**src/hdl/grc_pkg.sv**
```systemverilog
// Shared types, constants and the tangent table builder for grid_ray_caster.
// Depends on nothing; used by every other file in this folder.
package grc_pkg;

    localparam int MAP_SIDE   = 64;
    localparam int ANGLE_BITS = 12;
    localparam int FRAC_BITS  = 10;

    localparam int TILE_BITS  = $clog2(MAP_SIDE);
    localparam int COORD_BITS = 16;
    localparam int DIM_BITS   = 7;
    localparam int DIST_BITS  = 17;
    localparam int CW         = TILE_BITS + FRAC_BITS + 3;
    localparam int MAG_BITS   = CW - 1;
    localparam int TW         = $clog2(2 * MAP_SIDE) + FRAC_BITS + 1;
    localparam int QUARTER    = 1 << (ANGLE_BITS - 2);
    localparam int RW         = 2 * MAG_BITS + 2;
    localparam int ROOT_ITERS = RW / 2;
    localparam int CNT_BITS   = $clog2(ROOT_ITERS);

    localparam logic [TW-1:0]        TAN_MAX   = TW'((2 * MAP_SIDE) << FRAC_BITS);
    localparam logic [DIST_BITS-1:0] MISS_DIST = DIST_BITS'(100 << FRAC_BITS);
    localparam logic [63:0]          HALF_PI_Q30 = 64'd1686629713;

    localparam logic [7:0] CODE_DIGIT_LO = 8'h31;
    localparam logic [7:0] CODE_DIGIT_HI = 8'h39;
    localparam logic [7:0] CODE_UPPER_LO = 8'h41;
    localparam logic [7:0] CODE_UPPER_HI = 8'h5A;
    localparam logic [7:0] CODE_DOOR     = 8'h64;

    typedef enum logic {
        OP_CAST = 1'b0,
        OP_TILE = 1'b1
    } opcode_t;

    typedef enum logic [1:0] {
        CFG_MAP_WIDTH  = 2'd0,
        CFG_MAP_HEIGHT = 2'd1,
        CFG_VIEWER_X   = 2'd2,
        CFG_VIEWER_Y   = 2'd3
    } cfg_index_t;

    typedef struct packed {
        opcode_t               opcode;
        logic [ANGLE_BITS-1:0] ray_angle;
        logic [TILE_BITS-1:0]  tile_col;
        logic [TILE_BITS-1:0]  tile_row;
        logic [7:0]            tile_code;
    } request_t;

    typedef struct packed {
        logic                  hit;
        logic [DIST_BITS-1:0]  distance;
        logic                  side;
        logic [COORD_BITS-1:0] hit_x;
        logic [COORD_BITS-1:0] hit_y;
    } result_t;

    typedef struct packed {
        logic [DIM_BITS-1:0]   map_width;
        logic [DIM_BITS-1:0]   map_height;
        logic [COORD_BITS-1:0] viewer_x;
        logic [COORD_BITS-1:0] viewer_y;
    } cfg_t;

    typedef enum logic [3:0] {
        ST_IDLE,
        ST_TAN_A,
        ST_TAN_B,
        ST_COT_B,
        ST_W_INIT,
        ST_W_SEC,
        ST_W_CHECK,
        ST_W_READ,
        ST_D_SQ,
        ST_D_SUM,
        ST_SQRT,
        ST_D_STORE,
        ST_FINISH
    } state_t;

    typedef struct packed {
        logic tile_wr;
        logic load;
        logic rom_sel_cot;
        logic cap_tan;
        logic cap_cot;
        logic set_axis;
        logic axis_val;
        logic walk_init;
        logic walk_sec;
        logic walk_step;
        logic hit_cap;
        logic sq;
        logic sqrt_init;
        logic sqrt_step;
        logic dist_store;
        logic out_load;
    } ctrl_cmd_t;

    typedef struct packed {
        logic skip_v;
        logic skip_h;
        logic axis_h;
        logic in_range;
        logic wall;
    } ctrl_status_t;

    typedef logic [TW-1:0] tan_rom_t [QUARTER];

    function automatic logic [63:0] udiv64(input logic [63:0] num, input logic [63:0] den);
        logic [63:0] quo;
        logic [63:0] rem;
        quo = '0;
        rem = '0;
        for (int i = 63; i >= 0; i--)
        begin
            rem = {rem[62:0], num[i]};
            if (rem >= den)
            begin
                rem    = rem - den;
                quo[i] = 1'b1;
            end
        end
        return quo;
    endfunction

    // |tan| within a quadrant from Taylor series of sine and cosine in Q2.30
    function automatic logic [TW-1:0] tan_quad(input logic [63:0] k);
        logic [63:0] x;
        logic [63:0] x2;
        logic [63:0] ts;
        logic [63:0] tc;
        logic [63:0] sp;
        logic [63:0] sn;
        logic [63:0] cp;
        logic [63:0] cn;
        logic [63:0] s;
        logic [63:0] c;
        logic [63:0] t;
        if (k >= 64'(QUARTER))
            return TAN_MAX;
        x  = (k * HALF_PI_Q30) >> (ANGLE_BITS - 2);
        x2 = (x * x) >> 30;
        ts = x;
        sp = x;
        sn = '0;
        tc = 64'd1 << 30;
        cp = 64'd1 << 30;
        cn = '0;
        for (int n = 1; n <= 9; n++)
        begin
            ts = udiv64((ts * x2) >> 30, 64'((2 * n) * (2 * n + 1)));
            tc = udiv64((tc * x2) >> 30, 64'((2 * n - 1) * (2 * n)));
            if ((n & 1) == 1)
            begin
                sn = sn + ts;
                cn = cn + tc;
            end
            else
            begin
                sp = sp + ts;
                cp = cp + tc;
            end
        end
        s = (sp >= sn) ? sp - sn : 64'd0;
        c = (cp >= cn) ? cp - cn : 64'd0;
        if (c == 64'd0)
            return TAN_MAX;
        t = udiv64((s << FRAC_BITS) + (c >> 1), c);
        if (t > 64'(TAN_MAX))
            return TAN_MAX;
        return t[TW-1:0];
    endfunction

    function automatic tan_rom_t build_tan_rom();
        tan_rom_t rom;
        for (int k = 0; k < QUARTER; k++)
            rom[k] = tan_quad(64'(k));
        return rom;
    endfunction

endpackage

```
**src/hdl/grc_ctrl.sv**
```systemverilog
// Sequencer for grid_ray_caster: table reads, up to two grid walks, root, result.
// Depends on grc_pkg.
module grc_ctrl
(
    input  logic                  clk,
    input  logic                  rst_n,
    input  logic                  start,
    input  grc_pkg::opcode_t      opcode,
    input  grc_pkg::ctrl_status_t status,
    output grc_pkg::ctrl_cmd_t    cmd,
    output logic                  busy,
    output logic                  done
);

    grc_pkg::state_t state_reg;
    grc_pkg::state_t state_next;
    logic [grc_pkg::CNT_BITS-1:0] cnt_reg;
    logic [grc_pkg::CNT_BITS-1:0] cnt_next;
    logic done_reg;
    logic done_next;

    always_ff @(posedge clk or negedge rst_n)
    begin
        if (!rst_n)
        begin
            state_reg <= grc_pkg::ST_IDLE;
            cnt_reg   <= '0;
            done_reg  <= 1'b0;
        end
        else
        begin
            state_reg <= state_next;
            cnt_reg   <= cnt_next;
            done_reg  <= done_next;
        end
    end

    always_comb
    begin
        state_next = state_reg;
        cnt_next   = cnt_reg;
        done_next  = 1'b0;
        cmd        = '0;
        unique case (state_reg)
            grc_pkg::ST_IDLE:
            begin
                if (start)
                begin
                    if (opcode == grc_pkg::OP_TILE)
                        cmd.tile_wr = 1'b1;
                    else
                    begin
                        cmd.load   = 1'b1;
                        state_next = grc_pkg::ST_TAN_A;
                    end
                end
            end
            grc_pkg::ST_TAN_A:
            begin
                state_next = grc_pkg::ST_TAN_B;
            end
            grc_pkg::ST_TAN_B:
            begin
                cmd.cap_tan     = 1'b1;
                cmd.rom_sel_cot = 1'b1;
                state_next      = grc_pkg::ST_COT_B;
            end
            grc_pkg::ST_COT_B:
            begin
                cmd.cap_cot  = 1'b1;
                cmd.set_axis = 1'b1;
                if (!status.skip_v)
                begin
                    cmd.axis_val = 1'b0;
                    state_next   = grc_pkg::ST_W_INIT;
                end
                else if (!status.skip_h)
                begin
                    cmd.axis_val = 1'b1;
                    state_next   = grc_pkg::ST_W_INIT;
                end
                else
                    state_next = grc_pkg::ST_FINISH;
            end
            grc_pkg::ST_W_INIT:
            begin
                cmd.walk_init = 1'b1;
                state_next    = grc_pkg::ST_W_SEC;
            end
            grc_pkg::ST_W_SEC:
            begin
                cmd.walk_sec = 1'b1;
                state_next   = grc_pkg::ST_W_CHECK;
            end
            grc_pkg::ST_W_CHECK:
            begin
                if (status.in_range)
                    state_next = grc_pkg::ST_W_READ;
                else if (!status.axis_h && !status.skip_h)
                begin
                    cmd.set_axis = 1'b1;
                    cmd.axis_val = 1'b1;
                    state_next   = grc_pkg::ST_W_INIT;
                end
                else
                    state_next = grc_pkg::ST_FINISH;
            end
            grc_pkg::ST_W_READ:
            begin
                if (status.wall)
                begin
                    cmd.hit_cap = 1'b1;
                    state_next  = grc_pkg::ST_D_SQ;
                end
                else
                begin
                    cmd.walk_step = 1'b1;
                    state_next    = grc_pkg::ST_W_CHECK;
                end
            end
            grc_pkg::ST_D_SQ:
            begin
                cmd.sq     = 1'b1;
                state_next = grc_pkg::ST_D_SUM;
            end
            grc_pkg::ST_D_SUM:
            begin
                cmd.sqrt_init = 1'b1;
                cnt_next      = '0;
                state_next    = grc_pkg::ST_SQRT;
            end
            grc_pkg::ST_SQRT:
            begin
                cmd.sqrt_step = 1'b1;
                cnt_next      = cnt_reg + 1'b1;
                if (cnt_reg == grc_pkg::CNT_BITS'(grc_pkg::ROOT_ITERS - 1))
                    state_next = grc_pkg::ST_D_STORE;
            end
            grc_pkg::ST_D_STORE:
            begin
                cmd.dist_store = 1'b1;
                if (!status.axis_h && !status.skip_h)
                begin
                    cmd.set_axis = 1'b1;
                    cmd.axis_val = 1'b1;
                    state_next   = grc_pkg::ST_W_INIT;
                end
                else
                    state_next = grc_pkg::ST_FINISH;
            end
            grc_pkg::ST_FINISH:
            begin
                cmd.out_load = 1'b1;
                done_next    = 1'b1;
                state_next   = grc_pkg::ST_IDLE;
            end
            default:
            begin
                state_next = grc_pkg::ST_IDLE;
            end
        endcase
    end

    assign busy = (state_reg != grc_pkg::ST_IDLE);
    assign done = done_reg;

endmodule

```
**config.mk**
```make
export PLATFORM = sky130hd
export DESIGN_NAME = grc_ctrl
export DESIGN_NICKNAME = d
export VERILOG_FILES = /design/src/hdl/grc_pkg.sv /design/src/hdl/grc_ctrl.sv
export SDC_FILE = /design/constraint.sdc
export NUM_CORES = 1
export LEC_CHECK = 0
export ABC_AREA = 1
export BUFFER_PORTS_ARGS = -buffer_cell sky130_fd_sc_hd__buf_4
export CAP_MARGIN = 15
export CORE_MARGIN = 4
export CORE_UTILIZATION = 43
export CTS_CLUSTER_DIAMETER = 60
export DETAILED_ROUTE_END_ITERATION = 10
export MAX_ROUTING_LAYER = met4
export PLACE_DENSITY = 0.75
export RECOVER_POWER = 50
export SLEW_MARGIN = 20
export SYNTH_ARGS = -nofsm -noshare
export SYNTH_HDL_FRONTEND = slang
export SYNTH_SLANG_ARGS = --single-unit
export TNS_END_PERCENT = 1
```
**constraint.sdc**
```tcl
create_clock -name clk -period 1.1 [get_ports clk]
set_input_delay 0.165 -clock clk [delete_from_list [all_inputs] [get_ports clk]]
set_output_delay 0.165 -clock clk [all_outputs]
set_load 0.005 [all_outputs]
```
==> summary.txt <==
Status
  – Status: finished with violations
  – Failing checks: setup timing

Clock network
  – CTS Buf Count: 3
  – Clock-pin slew on the worst setup and hold paths: 70 ps
  – CTS tree: done
  – Root buf cell: clkbuf_4
  – Clk buf depth: 2
  – H-tree depth: 1
  – Worst skew pair latency: 280 ps
  – CTS Sinks: 10

Cells and area
  – Flip-flop count of the largest register after layout: 5
  – Area delta synth->final: 76.2%
  – # diodes: 0
  – Fill cells: 92
  – Most common cell after layout, fill and taps aside: buf_4
  – Most frequent cells in the layout: buf_4 (46), nand2_1 (27), inv_1 (12), nand3_1 (12), nor2_1 (9)
  – Non-filler cells, final: 185
  – Post-route cell area: 1300 µm²
  – Share of layout cells above drive strength 1: 53.3%
  – Final nets: 181

Power
  – Int Pwr: 1.67 mW
  – Clk pwr share: 11.5%
  – P per Cell Area: 2350 nW/µm²
  – Seq pwr share: 21.4%
  – Switching Power: 1.37 mW
  – Peak supply drop: 1630 µV
  – Switching part of the total: 45.1%
  – Tot Pwr: 3.04 mW
  – Logic gate share of total power: 67.1%
  – Leakage: 0.728 nW

Critical path
  – Crit path kind: reg2out
  – Crit path max fanout: 4
  – Critical Path Source Type: flop
  – Arr. time, crit path: 1380 ps
  – Nature of the critical path endpoint: output port
  – Critical Path RT: 940 ps

Route
  – Pre-antenna DRT Iters: 4
  – DRT iter0 DRCs: 37
  – Drt wl/cell: 15.6 µm
  – Drt drc: 0
  – Vias: 979
  – Via-to-Cell Ratio: 5.29
  – WL final: 2.88 mm
  – Final ANT Viol Nets: 0

Synthesis
  – FF+latch count, synth: 10
  – Mapped Cells: 116
  – Avg Inst Size Synth: 6.34 µm²
  – Yosys warns: 0
  – Area leader, netlist: dfrtp_1
  – Post-Syn Area: 736 µm²
  – Area share of the largest cell type after synthesis: 34.0%
  – Syn_nets: 127
  – Ranking of synthesized cells by area: dfrtp_1 (34%), nand2_1 (18%), inv_1 (9.2%)
  – Netlist cell types: 18
  – Sequential area share after synthesis: 34.0%

GRT
  – Initial antenna violation count: 0
  – First-pass GRT wire length: 3.77 mm
  – GRT overflow: 0
  – GRT Total Usage: 21.2%
  – Vias in the first global route: 892
  – Largest net degree at the start of global routing: 11

Placed design
  – Placer Congestion: 0.846
  – Hpwl dp: 1.74 mm
  – Total placed cells including tap cells: 170
  – Dpl cell area: 1050 µm²
  – Port bufs: 26

STA
  – Worst-margin pin slew: 554 ps
  – Tmin final: 1540 ps
  – RSZ-0062 raised after global routing: true
  – Max Slew Vio Count: 0
  – Max-slew headroom: 63.1%
  – Final period util: 140%
  – Skew final: 2.60 ps
  – Min setup slack post-route: -444 ps
  – Hold Fails Final Rpt: 0
  – Setup-failing EPs final: 25
  – Max Freq: 648 MHz

Floorplanning
  – Die width: 49.4 µm
  – # rows: 14
  – Die area: 2440 µm²
  – Initial Util: 47.2%
  – Core ar.: 1560 µm²
  – Die height: 49.4 µm
  – Ports: 27

Min path
  – HP Class: in2reg

Job
  – Max-Cap Viols: 0
==> path summary, 6_finish.rpt <==
kind	start	to	slack (ps)	cells after the start
hold reg to reg	cnt_reg[4]	cnt_reg[4]	600	2
min in group asynchronous	rst_n	cnt_reg[1]	380	2
max in group asynchronous	rst_n	state_reg[1]	330	2
setup reg to reg	state_reg[2]	state_reg[1]	-260	10
setup / recovery	state_reg[0]	cmd[10]	-440	6
hold / removal	status[1]	state_reg[1]	170	5
==> per-layer routing <==
layer	wire [µm]	up-vias	GRT usage, %
met4	87	0	12.3
met3	244	10	4.89
met1	1100	449	23.2
met5	0	-	-
met2	1450	54	34.8
li1	-	466	-
==> area by class of cell <==
type	instances	area [µm²]	area share, %
Sequential cell	10	254	19.6
Multi-Input combinational cell	84	497	38.3
Tap cell	16	20.0	1.54
Clock buffer	4	36.3	2.80
Timing Repair Buffer	52	413	31.9
Inverter	19	76.3	5.89
==> power groups by stage <==
| stage | sequential [mW] | clock [mW] | combinational (mW) |
|---|---|---|---|
| floorplan | 0.594 | 0 | 0.677 |
| CTS | 0.606 | 0.343 | 1.60 |
| global placement | 0.593 | 0 | 1.34 |
| global route | 0.663 | 0.380 | 2.18 |
| finish | 0.652 | 0.350 | 2.04 |
| detailed placement | 0.603 | 0 | 1.37 |
==> synth_stat cells <==
master	instances
nand2_1	35
buf_4	2
nand2_2	1
nand3b_1	1
nor3_1	2
nand3_1	13
clkbuf_1	1
ha_1	2
nor2_2	3
dfrtp_1	10
inv_1	18
nor2_1	16
inv_2	1
nand4_1	3
nand2_4	1
o21ai_0	5
nor3_2	1
or2_2	1
==> timing repair <==
action	4_1_cts	5_1_grt
setup buffers	5	5
hold endpoints to repair	10	0
pin swaps	3	8
gates resized for setup	17	26
endpoints found under the setup margin	25	26
hold buffers	1	0
cloned	0	0
==> kinds of logic after synthesis <==
logic type                 share of synthesized area, %
DFF                                                34.0
adders and majority gates                          3.40
AOI/OAI and AO/OA                                  3.40
buffers and inverters                              12.2
and+or+nand+nor                                    46.9
==> worst max-delay path: stages (launching register included) <==
cell	delay (ps)
dfrtp_2	460
inv_2	100
nand2_4	60
nor2_4	120
nand3_2	90
nand3b_1	130
buf_4	130
==> through the flow <==
step	utilization (%)	hold slack [ps]	setup WS, ps	setup TNS (ps)
after global placement	67.2	0.734	-90.1	-941
final	83.1	175	-444	-7410
after detailed placement	67.2	0.344	-148	-1590
after floorplan	-	-131	-18.8	-31.2
after CTS	74.9	176	-381	-6030
after global routing	83.1	178	-496	-8540
Note: power is estimated with default switching activity, not from simulation.
